[config.mk]
export PLATFORM = sky130hd
export DESIGN_NAME = servo_ramp_pwm_controller_core
export DESIGN_NICKNAME = d
export VERILOG_FILES = /design/src/design/srp_pkg.sv /design/src/design/srp_front.sv /design/src/design/srp_queue.sv /design/src/design/srp_duty.sv /design/src/design/servo_ramp_pwm_controller_core.sv
export VERILOG_INCLUDE_DIRS = /design/src /design/src/design
export SDC_FILE = /design/constraint.sdc
export NUM_CORES = 2
export LEC_CHECK = 0
export ABC_AREA = 1
export BUFFER_PORTS_ARGS = -buffer_cell sky130_fd_sc_hd__buf_2
export CORE_ASPECT_RATIO = 0.6
export CORE_MARGIN = 10
export CORE_UTILIZATION = 50
export DETAILED_ROUTE_END_ITERATION = 16
export PLACE_DENSITY = 0.74
export SYNTH_ARGS = -nofsm -noshare
export SYNTH_HDL_FRONTEND = slang
export SYNTH_SLANG_ARGS = --single-unit
[constraint.sdc]
create_clock -name i_clk -period 7.9 [get_ports i_clk]
set_clock_uncertainty 0.05 [all_clocks]
set_input_delay 1.58 -clock i_clk [delete_from_list [all_inputs] [get_ports i_clk]]
set_output_delay 1.58 -clock i_clk [all_outputs]
set_load 0.02 [all_outputs]
[src/design/servo_ramp_pwm_controller_core_assert.svh]
// ----------------------------------------------------------------------------
// Servo ramp PWM controller assertion macros
// Concurrent assertion wrappers shared by the controller modules.
// ----------------------------------------------------------------------------
`ifndef SERVO_RAMP_PWM_CONTROLLER_CORE_ASSERT_SVH
`define SERVO_RAMP_PWM_CONTROLLER_CORE_ASSERT_SVH

`ifndef NO_ASSERTIONS
// same-cycle implication, disabled while in reset
`define SRP_ASSERT(lbl, clk, rst_n, prop, msg) \
    lbl: assert property (@(posedge clk) disable iff (!rst_n) prop) else $error(msg);
// next-cycle implication, disabled while in reset
`define SRP_ASSERT_NEXT(lbl, clk, rst_n, pre, post, msg) \
    lbl: assert property (@(posedge clk) disable iff (!rst_n) pre |=> post) else $error(msg);
`else
`define SRP_ASSERT(lbl, clk, rst_n, prop, msg)
`define SRP_ASSERT_NEXT(lbl, clk, rst_n, pre, post, msg)
`endif

`endif

[src/design/srp_pkg.sv]
// ----------------------------------------------------------------------------
// Servo ramp PWM controller package
// Shared types, command and register codes, and reset constants.
// ----------------------------------------------------------------------------
package srp_pkg;

    localparam int C_QUEUE_DEPTH = 2;

    localparam logic [14:0] C_PULSE_MIN_RST = 15'd500;
    localparam logic [14:0] C_PULSE_MAX_RST = 15'd2500;
    localparam logic [7:0]  C_INTERVAL_RST  = 8'd20;

    typedef enum logic [2:0] {
        CMD_BEGIN     = 3'd0,
        CMD_SET_ANGLE = 3'd1,
        CMD_SET_SPEED = 3'd2,
        CMD_MOVE_TO   = 3'd3,
        CMD_STOP      = 3'd4,
        CMD_TICK      = 3'd5
    } t_cmd;

    typedef enum logic [1:0] {
        CFG_PULSE_MIN     = 2'd0,
        CFG_PULSE_MAX     = 2'd1,
        CFG_RAMP_INTERVAL = 2'd2
    } t_cfg_idx;

    typedef struct packed {
        logic [2:0] cmd;
        logic [7:0] target_angle;
        logic [7:0] speed_percent;
        logic [7:0] ramp_step;
    } t_in;

    typedef struct packed {
        logic        duty_valid;
        logic [15:0] duty;
        logic [7:0]  angle_now;
        logic [7:0]  angle_goal;
        logic        moving;
        logic        ready_res;
    } t_out;

    typedef struct packed {
        logic calc;
        t_out res;
    } t_job;

    typedef struct packed {
        logic full;
        logic empty;
    } t_q_stat;

endpackage

[src/design/srp_front.sv]
// ----------------------------------------------------------------------------
// Servo ramp PWM controller front end
// Accepts commands, updates servo position state and queues one job per item.
// ----------------------------------------------------------------------------
module srp_front
    import srp_pkg::*;
(
    input  logic       i_clk,
    input  logic       i_rst_n,
    input  logic       i_in_valid,
    input  t_in        i_in_data,
    output logic       o_in_stall,
    input  t_q_stat    i_q_stat,
    input  logic [7:0] i_interval,
    output logic       o_push,
    output t_job       o_job
);

    localparam logic [7:0] C_ANGLE_MAX    = 8'd180;
    localparam logic [7:0] C_ANGLE_CENTRE = 8'd90;

    function automatic logic [7:0] f_cap(input logic [7:0] a);
        f_cap = (a > C_ANGLE_MAX) ? C_ANGLE_MAX : a;
    endfunction

    // (spd*180/100) mod 256 = floor(spd*9/5) mod 256, /5 by reciprocal 6554>>15
    function automatic logic [7:0] f_speed_angle(input logic [7:0] spd);
        logic [11:0] v;
        logic [23:0] p;
        v = {4'd0, spd} * 12'd9;
        p = {12'd0, v} * 24'd6554;
        f_speed_angle = p[22:15];
    endfunction

    logic       r_started, n_started;
    logic [7:0] r_angle, n_angle;
    logic [7:0] r_goal, n_goal;
    logic [7:0] r_step, n_step;
    logic       r_ramping, n_ramping;
    logic [7:0] r_ms, n_ms;

    logic       w_accept;
    logic       w_wrote;
    logic       w_calc;
    logic [7:0] w_ms_inc;
    logic       w_up;
    logic [7:0] w_diff;
    logic [7:0] w_stepped;
    logic [7:0] w_new_angle;

    assign w_accept   = i_in_valid && !i_q_stat.full;
    assign o_in_stall = i_q_stat.full;
    assign o_push     = w_accept;

    assign w_ms_inc  = (r_ms != 8'hFF) ? r_ms + 8'd1 : r_ms;
    assign w_up      = r_goal > r_angle;
    assign w_diff    = w_up ? r_goal - r_angle : r_angle - r_goal;
    assign w_stepped = (w_diff > r_step) ? (w_up ? r_angle + r_step : r_angle - r_step)
                                         : r_goal;
    assign w_new_angle = (i_in_data.cmd == CMD_SET_ANGLE) ? f_cap(i_in_data.target_angle)
                                                          : f_cap(f_speed_angle(
                                                                i_in_data.speed_percent));

    always_comb begin
        n_started = r_started;
        n_angle   = r_angle;
        n_goal    = r_goal;
        n_step    = r_step;
        n_ramping = r_ramping;
        n_ms      = r_ms;
        w_wrote   = 1'b0;
        w_calc    = 1'b0;
        unique case (i_in_data.cmd)
            CMD_TICK: begin
                n_ms = w_ms_inc;
                if (r_started && r_ramping && (w_ms_inc >= i_interval)) begin
                    n_ms = 8'd0;
                    if (r_angle == r_goal) begin
                        n_ramping = 1'b0;
                    end else begin
                        n_angle = w_stepped;
                        w_wrote = 1'b1;
                        w_calc  = 1'b1;
                        if (w_stepped == r_goal) begin
                            n_ramping = 1'b0;
                        end
                    end
                end
            end
            CMD_BEGIN: begin
                if (!r_started) begin
                    n_angle   = C_ANGLE_CENTRE;
                    n_goal    = C_ANGLE_CENTRE;
                    n_ramping = 1'b0;
                    n_started = 1'b1;
                    n_ms      = 8'd0;
                    w_wrote   = 1'b1;
                    w_calc    = 1'b1;
                end
            end
            CMD_SET_ANGLE, CMD_SET_SPEED: begin
                if (r_started) begin
                    n_angle   = w_new_angle;
                    n_goal    = w_new_angle;
                    n_ramping = 1'b0;
                    w_wrote   = 1'b1;
                    w_calc    = 1'b1;
                end
            end
            CMD_MOVE_TO: begin
                if (r_started) begin
                    n_goal    = f_cap(i_in_data.target_angle);
                    n_step    = i_in_data.ramp_step;
                    n_ramping = 1'b1;
                end
            end
            CMD_STOP: begin
                if (r_started) begin
                    n_ramping = 1'b0;
                    w_wrote   = 1'b1;
                end
            end
            default: begin
            end
        endcase
    end

    always_comb begin
        o_job.calc           = w_calc;
        o_job.res.duty_valid = w_wrote;
        o_job.res.duty       = 16'd0;
        o_job.res.angle_now  = n_angle;
        o_job.res.angle_goal = n_goal;
        o_job.res.moving     = n_ramping;
        o_job.res.ready_res  = n_started;
    end

    always_ff @(posedge i_clk) begin
        if (!i_rst_n) begin
            r_started <= 1'b0;
            r_angle   <= C_ANGLE_CENTRE;
            r_goal    <= C_ANGLE_CENTRE;
            r_step    <= 8'd1;
            r_ramping <= 1'b0;
            r_ms      <= 8'd0;
        end else if (w_accept) begin
            r_started <= n_started;
            r_angle   <= n_angle;
            r_goal    <= n_goal;
            r_step    <= n_step;
            r_ramping <= n_ramping;
            r_ms      <= n_ms;
        end
    end

endmodule

[src/design/srp_queue.sv]
// ----------------------------------------------------------------------------
// Servo ramp PWM controller job queue
// Small FIFO between the command front end and the duty back end.
// ----------------------------------------------------------------------------
`include "servo_ramp_pwm_controller_core_assert.svh"

module srp_queue
    import srp_pkg::*;
#(
    parameter int DEPTH = C_QUEUE_DEPTH
) (
    input  logic    i_clk,
    input  logic    i_rst_n,
    input  logic    i_push,
    input  t_job    i_job,
    input  logic    i_pop,
    output t_job    o_job,
    output t_q_stat o_stat
);

    localparam int PTR_W = (DEPTH > 1) ? $clog2(DEPTH) : 1;
    localparam int CNT_W = $clog2(DEPTH + 1);

    t_job             r_mem [DEPTH];
    logic [PTR_W-1:0] r_wr_ptr;
    logic [PTR_W-1:0] r_rd_ptr;
    logic [CNT_W-1:0] r_count;

    function automatic logic [PTR_W-1:0] f_next(input logic [PTR_W-1:0] p);
        f_next = (p == PTR_W'(DEPTH - 1)) ? '0 : p + PTR_W'(1);
    endfunction

    assign o_job        = r_mem[r_rd_ptr];
    assign o_stat.full  = (r_count == CNT_W'(DEPTH));
    assign o_stat.empty = (r_count == '0);

    always_ff @(posedge i_clk) begin
        if (i_push) begin
            r_mem[r_wr_ptr] <= i_job;
        end
    end

    always_ff @(posedge i_clk) begin
        if (!i_rst_n) begin
            r_wr_ptr <= '0;
            r_rd_ptr <= '0;
            r_count  <= '0;
        end else begin
            if (i_push) begin
                r_wr_ptr <= f_next(r_wr_ptr);
            end
            if (i_pop) begin
                r_rd_ptr <= f_next(r_rd_ptr);
            end
            if (i_push && !i_pop) begin
                r_count <= r_count + CNT_W'(1);
            end else if (!i_push && i_pop) begin
                r_count <= r_count - CNT_W'(1);
            end
        end
    end

    `SRP_ASSERT(a_no_overflow, i_clk, i_rst_n, i_push |-> !o_stat.full, "push into full queue")
    `SRP_ASSERT(a_no_underflow, i_clk, i_rst_n, i_pop |-> !o_stat.empty, "pop from empty queue")
    `SRP_ASSERT(a_count_range, i_clk, i_rst_n, r_count <= CNT_W'(DEPTH), "queue count out of range")

endmodule

[src/design/srp_duty.sv]
// ----------------------------------------------------------------------------
// Servo ramp PWM controller duty back end
// Sequential pulse and duty arithmetic with a registered result stage.
// ----------------------------------------------------------------------------
`include "servo_ramp_pwm_controller_core_assert.svh"

module srp_duty
    import srp_pkg::*;
(
    input  logic        i_clk,
    input  logic        i_rst_n,
    input  t_q_stat     i_q_stat,
    input  t_job        i_job,
    output logic        o_pop,
    input  logic [14:0] i_pulse_min,
    input  logic [14:0] i_pulse_max,
    output logic        o_out_valid,
    output t_out        o_out_data,
    input  logic        i_out_stall
);

    // exact reciprocals: x/180 = (x*C_RECIP_180)>>31 for x < 2^23,
    // y/125 = (y*C_RECIP_125)>>31 for y < 2^24
    localparam logic [23:0] C_RECIP_180 = 24'd11930465;
    localparam logic [24:0] C_RECIP_125 = 25'd17179870;
    // 65535/20000 = 13107/4000 = 13107/32/125
    localparam logic [13:0] C_FRAME_MUL = 14'd13107;

    typedef enum logic [2:0] {
        ST_IDLE,
        ST_SPAN,
        ST_DIV180,
        ST_PULSE,
        ST_FRAME,
        ST_DIV125,
        ST_SAT,
        ST_HOLD
    } t_state;

    t_state      r_state;
    t_out        r_res;
    logic [14:0] r_span;
    logic [22:0] r_x;
    logic [48:0] r_prod;
    logic [14:0] r_pulse;
    logic [28:0] r_y;

    logic [14:0] w_span;
    logic [17:0] w_q;

    assign w_span      = (i_pulse_max > i_pulse_min) ? i_pulse_max - i_pulse_min : 15'd0;
    assign w_q         = r_prod[48:31];
    assign o_pop       = (r_state == ST_IDLE) && !i_q_stat.empty;
    assign o_out_valid = (r_state == ST_HOLD);
    assign o_out_data  = r_res;

    always_ff @(posedge i_clk) begin
        if (!i_rst_n) begin
            r_state <= ST_IDLE;
        end else begin
            unique case (r_state)
                ST_IDLE: begin
                    if (!i_q_stat.empty) begin
                        r_res   <= i_job.res;
                        r_span  <= w_span;
                        r_state <= i_job.calc ? ST_SPAN : ST_HOLD;
                    end
                end
                ST_SPAN: begin
                    r_x     <= {15'd0, r_res.angle_now} * {8'd0, r_span};
                    r_state <= ST_DIV180;
                end
                ST_DIV180: begin
                    r_prod  <= {26'd0, r_x} * {25'd0, C_RECIP_180};
                    r_state <= ST_PULSE;
                end
                ST_PULSE: begin
                    r_pulse <= i_pulse_min + r_prod[45:31];
                    r_state <= ST_FRAME;
                end
                ST_FRAME: begin
                    r_y     <= {14'd0, r_pulse} * {15'd0, C_FRAME_MUL};
                    r_state <= ST_DIV125;
                end
                ST_DIV125: begin
                    r_prod  <= {25'd0, r_y[28:5]} * {24'd0, C_RECIP_125};
                    r_state <= ST_SAT;
                end
                ST_SAT: begin
                    r_res.duty <= (w_q > 18'd65535) ? 16'hFFFF : w_q[15:0];
                    r_state    <= ST_HOLD;
                end
                ST_HOLD: begin
                    if (!i_out_stall) begin
                        r_state <= ST_IDLE;
                    end
                end
                default: begin
                    r_state <= ST_IDLE;
                end
            endcase
        end
    end

    `SRP_ASSERT(a_duty_flagged, i_clk, i_rst_n, (o_out_valid && o_out_data.duty != 16'd0) |-> o_out_data.duty_valid, "nonzero duty without duty_valid")
    `SRP_ASSERT(a_write_started, i_clk, i_rst_n, (o_out_valid && o_out_data.duty_valid) |-> o_out_data.ready_res, "duty written before begin")
    `SRP_ASSERT(a_move_started, i_clk, i_rst_n, (o_out_valid && o_out_data.moving) |-> o_out_data.ready_res, "ramp active before begin")
    `SRP_ASSERT_NEXT(a_pop_busy, i_clk, i_rst_n, o_pop, r_state != ST_IDLE, "back end idle after pop")

endmodule

[src/design/servo_ramp_pwm_controller_core.sv]
// ----------------------------------------------------------------------------
// Servo ramp PWM controller core
// Command-driven servo position controller with angle ramping and PWM duty.
// ----------------------------------------------------------------------------
// Usage:
//   Input channel (i_in_valid / o_in_stall / i_in_data) takes one command per
//   transaction: begin, set_angle, set_speed, move_to, stop or a 1 ms tick.
//   Output channel (o_out_valid / i_out_stall / o_out_data) returns exactly
//   one result transaction per command, in order.
//   Config channel (i_cfg_valid / o_cfg_ready) writes pulse_min_us,
//   pulse_max_us and ramp_interval_ms; it is always ready. Write it only
//   while no command is in flight.
//   Items that compute no duty go from the queue straight to the result;
//   items that compute one first pass the span, divide-by-180, pulse,
//   frame, divide-by-125 and saturate states. The duty back end works on
//   one item at a time and pops the next only after the result is taken.
//   The front end keeps taking commands into a 2-entry job queue while the
//   back end computes or the receiver stalls; o_in_stall rises when the
//   queue is full. A stalled result holds on o_out_data.
//   Reset clears position state to 90 degrees, not started, and restores
//   the register defaults.
// ----------------------------------------------------------------------------
module servo_ramp_pwm_controller_core
    import srp_pkg::*;
#(
    parameter int QUEUE_DEPTH = C_QUEUE_DEPTH
) (
    input  logic        i_clk,
    input  logic        i_rst_n,
    input  logic        i_in_valid,
    output logic        o_in_stall,
    input  t_in         i_in_data,
    output logic        o_out_valid,
    input  logic        i_out_stall,
    output t_out        o_out_data,
    input  logic        i_cfg_valid,
    output logic        o_cfg_ready,
    input  logic [1:0]  i_cfg_index,
    input  logic [14:0] i_cfg_data
);

    logic [14:0] r_pulse_min;
    logic [14:0] r_pulse_max;
    logic [7:0]  r_interval;

    logic    w_push;
    logic    w_pop;
    t_job    w_job_in;
    t_job    w_job_out;
    t_q_stat w_q_stat;

    assign o_cfg_ready = 1'b1;

    always_ff @(posedge i_clk) begin
        if (!i_rst_n) begin
            r_pulse_min <= C_PULSE_MIN_RST;
            r_pulse_max <= C_PULSE_MAX_RST;
            r_interval  <= C_INTERVAL_RST;
        end else if (i_cfg_valid && o_cfg_ready) begin
            unique case (i_cfg_index)
                CFG_PULSE_MIN:     r_pulse_min <= i_cfg_data;
                CFG_PULSE_MAX:     r_pulse_max <= i_cfg_data;
                CFG_RAMP_INTERVAL: r_interval  <= i_cfg_data[7:0];
                default: begin
                end
            endcase
        end
    end

    srp_front u_front (
        .i_clk      (i_clk),
        .i_rst_n    (i_rst_n),
        .i_in_valid (i_in_valid),
        .i_in_data  (i_in_data),
        .o_in_stall (o_in_stall),
        .i_q_stat   (w_q_stat),
        .i_interval (r_interval),
        .o_push     (w_push),
        .o_job      (w_job_in)
    );

    srp_queue #(
        .DEPTH (QUEUE_DEPTH)
    ) u_queue (
        .i_clk   (i_clk),
        .i_rst_n (i_rst_n),
        .i_push  (w_push),
        .i_job   (w_job_in),
        .i_pop   (w_pop),
        .o_job   (w_job_out),
        .o_stat  (w_q_stat)
    );

    srp_duty u_duty (
        .i_clk       (i_clk),
        .i_rst_n     (i_rst_n),
        .i_q_stat    (w_q_stat),
        .i_job       (w_job_out),
        .o_pop       (w_pop),
        .i_pulse_min (r_pulse_min),
        .i_pulse_max (r_pulse_max),
        .o_out_valid (o_out_valid),
        .o_out_data  (o_out_data),
        .i_out_stall (i_out_stall)
    );

endmodule
# [Yosys cells after proc, flatten, opt, wreduce, memory -nomap -nowiden]
# Memory sizes are Yosys's and may differ from the RTL's. A register that Yosys moved wholly into a read port is not among the register bits.
# Cells that the tools add are included.
[word_totals] reg_bits=245 ram_bits=40 in_bits=49 output_inout_bits=38 elab_cells=152 memories=1
[mem_list] name="u_queue.r_mem" words=2 word_bits=20 read_ports=1 rd_clocked_by_memory_dff=1 wr=1 line_no="srp_queue.sv:24" rtl="t_job r_mem [DEPTH];"
[op_classes] addsub=11 multipliers=6 order_cmp=7 eq_ne=21 mux=49 bitwise=1 n_reduce_logical=32
[ops] op="$mux 8" count=16
[ops] op="$pmux 49 s2" count=1
[ops] op="$mul 24x24->48 const B" count=1
[ops] op="$pmux 8 s3" count=2
[ops] op="$mul 23x24->47 const B" count=1
[ops] op="$mux 34" count=1
[ops] op="$pmux 16 s2" count=1
[ops] op="$mul 15x14->29 const B" count=1
[ops] op="$pmux 3 s8" count=1
[ops] op="$sub 8x8->8" count=3
[ops] op="$mul 8x15->23" count=1
[ops] op="$mul 12x12->22 const B" count=1
[ops] op="$eq 3x3->1 const B" count=6
[ops] op="$gt 18x16->1 const B" count=1
[ops] op="$mux 1" count=17
[ops] op="$eq 8x8->1" count=2
[ops] op="$gt 8x8->1" count=2
[ops] op="$gt 8x8->1 const B" count=2
[ops] op="$mux 16" count=1
[ops] op="$pmux 8 s2" count=1
[ops] op="$reduce_and 2->1" count=8
[ops] op="$add 15x15->15" count=1
[ops] op="$gt 15x15->1" count=1
[ops] op="$sub 15x15->15" count=1
[ops] op="other kinds (26)" count=54

# [Logic depth before layout (Yosys ltp)]
[depth] ltp_word=9 mapped_depth=39 mapped_depth_nobuf=39

# [Cells and area by module]
# From an unflattened synthesis, not the netlist that was laid out.
[unflattened] cells_unflattened=5347 hier_area_um2=44416.3
[modules_own_cells] mod="srp_duty" instances=1 cells_each=3833 area_each_um2=32379.8 seq_area_each_um2=3963.8
[modules_own_cells] mod="srp_front" instances=1 cells_each=1143 area_each_um2=7517.2 seq_area_each_um2=680.7
[modules_own_cells] mod="srp_queue" instances=1 cells_each=147 area_each_um2=2979.1 seq_area_each_um2=2262.2
[modules_own_cells] mod="servo_ramp_pwm_controller_core" instances=1 cells_each=224 area_each_um2=1540.2 seq_area_each_um2=760.7

# [Least setup slack after synthesis]
# No wires, ideal clock.
[synth_timing] path_kind="input -> register" start="in i_in_data[9] (netlist bit)" end="mem u_queue.r_mem[0][14] (netlist bit) (data pin)" setup_ps=258 t_arrival_ps=6905 required_time_ps=7592 slack_ps=687 stages=31 n_path_buf=0 cell_sequence="ha_1 > ha_1 > inv_1 > fa_1 > inv_1 > a31oi_1 > xnor2_1 > xor2_1 > fa_1 > inv_1 > fa_1 > inv_1 > fa_1 > fa_1 > inv_1 > ha_1 > nand2_1 > inv_1 > a21oi_1 > nand3_1 > nand2_1 > nand3b_1 > nand2_1 > nand2_1 > nand2_1 > nand2_1 > nand2_4 > nand3_1 > nand3_1 > nand4_1 > and2_1"
[synth_via] elab_chain_len=7
[synth_rtl] item="start: declaration" line_no="servo_ramp_pwm_controller_core.sv:32" rtl="input t_in i_in_data,"
[synth_rtl] item="$mul 8x4->12 (*)" line_no="srp_front.sv:30" rtl="v = {4'd0, spd} * 12'd9;"
[synth_rtl] item="$mul 12x12->22 (*)" line_no="srp_front.sv:31" rtl="p = {12'd0, v} * 24'd6554;"
[synth_rtl] item="$gt 8x8->1" line_no="srp_front.sv:23" rtl="f_cap = (a > C_ANGLE_MAX) ? C_ANGLE_MAX : a;"
[synth_rtl] item="$mux 8 (*)" line_no="srp_front.sv:23"
[synth_rtl] item="$mux 8 (*)" line_no="srp_front.sv:60" rtl="assign w_new_angle = (i_in_data.cmd == CMD_SET_ANGLE) ? f_cap(i_in_data.target_angle)"
[synth_rtl] item="$mux 8 (*)" line_no="srp_front.sv:102" rtl="if (r_started) begin"
[synth_rtl] item="$pmux 8 s3 (*)" line_no="srp_front.sv:73" rtl="unique case (i_in_data.cmd)"
[synth_rtl] item="net u_front.n_angle[4]" line_no="srp_front.sv:36" rtl="logic [7:0] r_angle, n_angle;"
[synth_rtl] item="end: declaration" line_no="srp_queue.sv:24"
# Mark *: on every way through the listed nets, which the timed path passes. The rest lies on a longest branch.

# [Final worst setup path]
[layout_timing] start="in i_in_data[9] (netlist bit)" end="mem u_queue.r_mem[1][14] (netlist bit) (data pin)"
# Same word-level chain as after synthesis.

==> key figures <==
Die
  • Row count: 80
  • I/O pin count: 87
  • Die X: 386 um
  • Starting Density: 50.5%
  • Die ar.: 0.0927 mm^2
  • Core Area: 0.0797 mm^2
  • DIE HEIGHT: 240 um

Clock network
  • Setup bufs post-CTS: 0
  • CTS H-tree depth: 1
  • CTS tree: yes
  • Longest Clk Path Bufs: 3
  • Hold_buf cts: 0
  • Reg clk slew, reported paths: 0.08 ns
  • Clock sink count: 250
  • Clock tree root buffer cell: clkbuf_16
  • Cts bufs inserted: 24
  • CTS resizes: 0
  • Worst-skew pair later-pin latency: 0.58 ns

STA
  • Tmin final: 7.26 ns
  • TNS Setup: 0 ns
  • Max Freq: 0.138 GHz
  • Endpoints failing setup: 0
  • Slew Viols, Final: 0
  • Slew @ Worst Pin: 1.14 ns
  • RSZ-0062 raised after global routing: no
  • Final period utilization: 91.8%
  • Final Hold Viols: 0
  • Final Hold Slack: 0.424 ns
  • Relative slew slack: 23.8%

Finish
  • Fill cells: 7283
  • Area growth syn-to-layout: 6.58%
  • Finished Layout Cells: 5808
  • Layout cells sized above 1: 4.72%
  • Design Area, Final: 0.0429 mm^2
  • Post-layout net count: approximately 6000

Run status
  • Status: finished, final reports clean

Route
  • Vias: 31216
  • First-pass DRT Iterations: 6
  • Number of routed nets with antenna violations: 0
  • DRC viols: 0
  • Initial DRC Count: 2802
  • Via/cell ratio: approximately 5.4
  • Routed WL per cell: about 19 um
  • Final WL: 109 mm

Critical path
  • Top delay family on crit path: adder cells
  • Startpoint Class: input port
  • R2r startpoint: u_duty.r_y[11]$_DFFE_PP_
  • Crit end category: flop
  • WS Path Type: in2reg
  • Crit-path most repeated cell: nand2_1
  • Setup crit start: i_in_data[9]
  • FF-to-FF End: u_duty.r_prod[45]$_DFFE_PP_
  • Critical path required time: 8.18 ns
  • Worst setup endpoint: u_queue.r_mem[1][14]$_DFFE_PP_
  • Path depth of the worst reg2reg path: 22
  • Worst path bufs/invs: 6
  • Critical path's largest stage delay: 0.50 ns
  • Reg-to-reg slack, setup: 0.89 ns
  • Crit path depth: 33
  • Worst EP arrival: 7.54 ns
  • CP Max Fanout: 6
  • Worst path slowest cell: fa_1

Synth
  • Syn Nets: between 5000 and 6000
  • Commonest cells post-synth: inv_1, ha_1, nand2_1
  • Area contributors post-synth: fa_1, ha_1, edfxtp_1
  • Post-synth ARST share: 0%
  • Cell taking the most area after synthesis: fa_1
  • Most frequent cell after synthesis: inv_1
  • Share of the synthesized area in the top cell type: around 24%
  • Most used DFF post-synth: edfxtp_1
  • Synth Instances: approximately 4600
  • Post-synth EDFFs: between 150 and 200
  • Yosys cell types: 64
  • Ys Warns: 0
  • Cell area after synthesis: 0.0403 mm^2
  • Syn Area/Cell: 8.67 um^2
  • Number of synthesized register bits: 250
  • Sequential fraction of the synthesis area: between 10% and 20%

Placement
  • Final Wtd Congestion: 0.979
  • Detailed placement HPWL: 93.9 mm
  • Inst Count DP: 5763
  • Port Buffers: 85
  • Placed Area: 0.0420 mm^2

GRT
  • Global route total overflow: 0
  • Vias in the first global route: around 31000
  • Initial antenna violation count: 1
  • Largest net degree at the start of global routing: 60
  • Total GRT Usage: 23.9%
  • First-pass GRT wire length: approximately 170 mm

Min path
  • HP Class: reg2reg

Run
  • Max Cap Viol: 0
-- routing by layer --
layer / global-route usage, % / vias up / part of all wire [%]
met5: 0 / - / 0
li1: - / 14990 / -
met2: 30.9 / 1313 / 37
met4: 2.73 / 0 / 1.2
met1: 37.5 / 14826 / 49
met3: 8.85 / 87 / 13
-- worst min path at each step --
stage | slack (ns) | end | start | cells past startpoint
final | 0.42 | r_pulse_max[6]$_SDFFE_PN1P_ | r_pulse_max[6]$_SDFFE_PN1P_ | 2
after global placement | 0.39 | r_pulse_max[2]$_SDFFE_PN1P_ | r_pulse_max[2]$_SDFFE_PN1P_ | 2
after detailed placement | 0.40 | r_pulse_max[2]$_SDFFE_PN1P_ | r_pulse_max[2]$_SDFFE_PN1P_ | 2
after global routing | 0.45 | r_pulse_max[6]$_SDFFE_PN1P_ | r_pulse_max[6]$_SDFFE_PN1P_ | 2
after CTS | 0.42 | r_pulse_max[2]$_SDFFE_PN1P_ | r_pulse_max[2]$_SDFFE_PN1P_ | 2
after floorplan | 0.38 | r_pulse_max[11]$_SDFFE_PN1P_ | r_pulse_max[11]$_SDFFE_PN1P_ | 2
-- sequential cells by signal (all words and copies together), names as in the netlist, 15 cells and up, named ones only --
signal             cells
u_duty.r_pulse        15
u_duty.r_span         15
r_pulse_min           15
u_duty.o_out_data     35
u_duty.r_y            24
u_duty.r_x            23
r_pulse_max           15
u_queue.r_mem         40
u_duty.r_prod         18
-- tightest hold or removal path, cell delays in order, from the launching register on --
cell and delay [ns]:
dfxtp_1 0.34, nand2_1 0.06, nand3_1 0.05
-- cells by family (layout without fill, tap and decap cells) --
family                     Yosys count  count (layout)  share of synthesized area, %
AOI/OAI and AO/OA                  622             622                          8.56
xor gates and xnor gates           115             115                          2.50
DFF                                250             250                          16.7
adders and majority gates         1256            1256                          48.2
and+or+nand+nor                   1200            1200                          12.4
muxes                               23              23                         0.631
buffers and inverters             1176            1274                          11.0
other                                1               2                       0.00931
-- placed cells by master, fill, tap and decap left out, types with 10 or more instances in the layout --
master     instances
inv_1           1102
ha_1             764
nand2_1          700
fa_1             492
a21oi_1          292
nor2_1           252
o21ai_0          187
edfxtp_1         170
nand3_1          109
buf_2             85
dfxtp_1           80
xor2_1            73
nand4_1           45
xnor2_1           42
nor3_1            38
buf_4             35
clkbuf_16         24
a31oi_1           21
mux2_2            19
a21o_1            18
o211ai_1          16
o21ai_1           12
nor4_1            12
o21bai_1          10
-- cell type report --
type                       instances  area [um^2]  share of cell area [%]
tap                             1066         1330                    3.11
multi-input combinational       3217        29200                    67.9
timing repair buffer             120          688                    1.60
antenna                            1         2.50                 0.00583
clock buffer                      28          646                    1.50
sequential                       250         6710                    15.6
inverter                        1110         4170                    9.71
clock inverter                    16          223                   0.519
-- through the flow --
stage	utilization [%]	worst slack, ns
3_5_place_dp	52.8	0.110
5_1_grt	53.9	0.190
2_1_floorplan	-	0.687
3_3_place_gp	52.8	0.158
4_1_cts	53.9	0.673
6_report	53.9	0.644
Power is left out: the tool's default activity adds up to more than one toggle a clock period on the data nets, which glitch-free logic cannot reach.
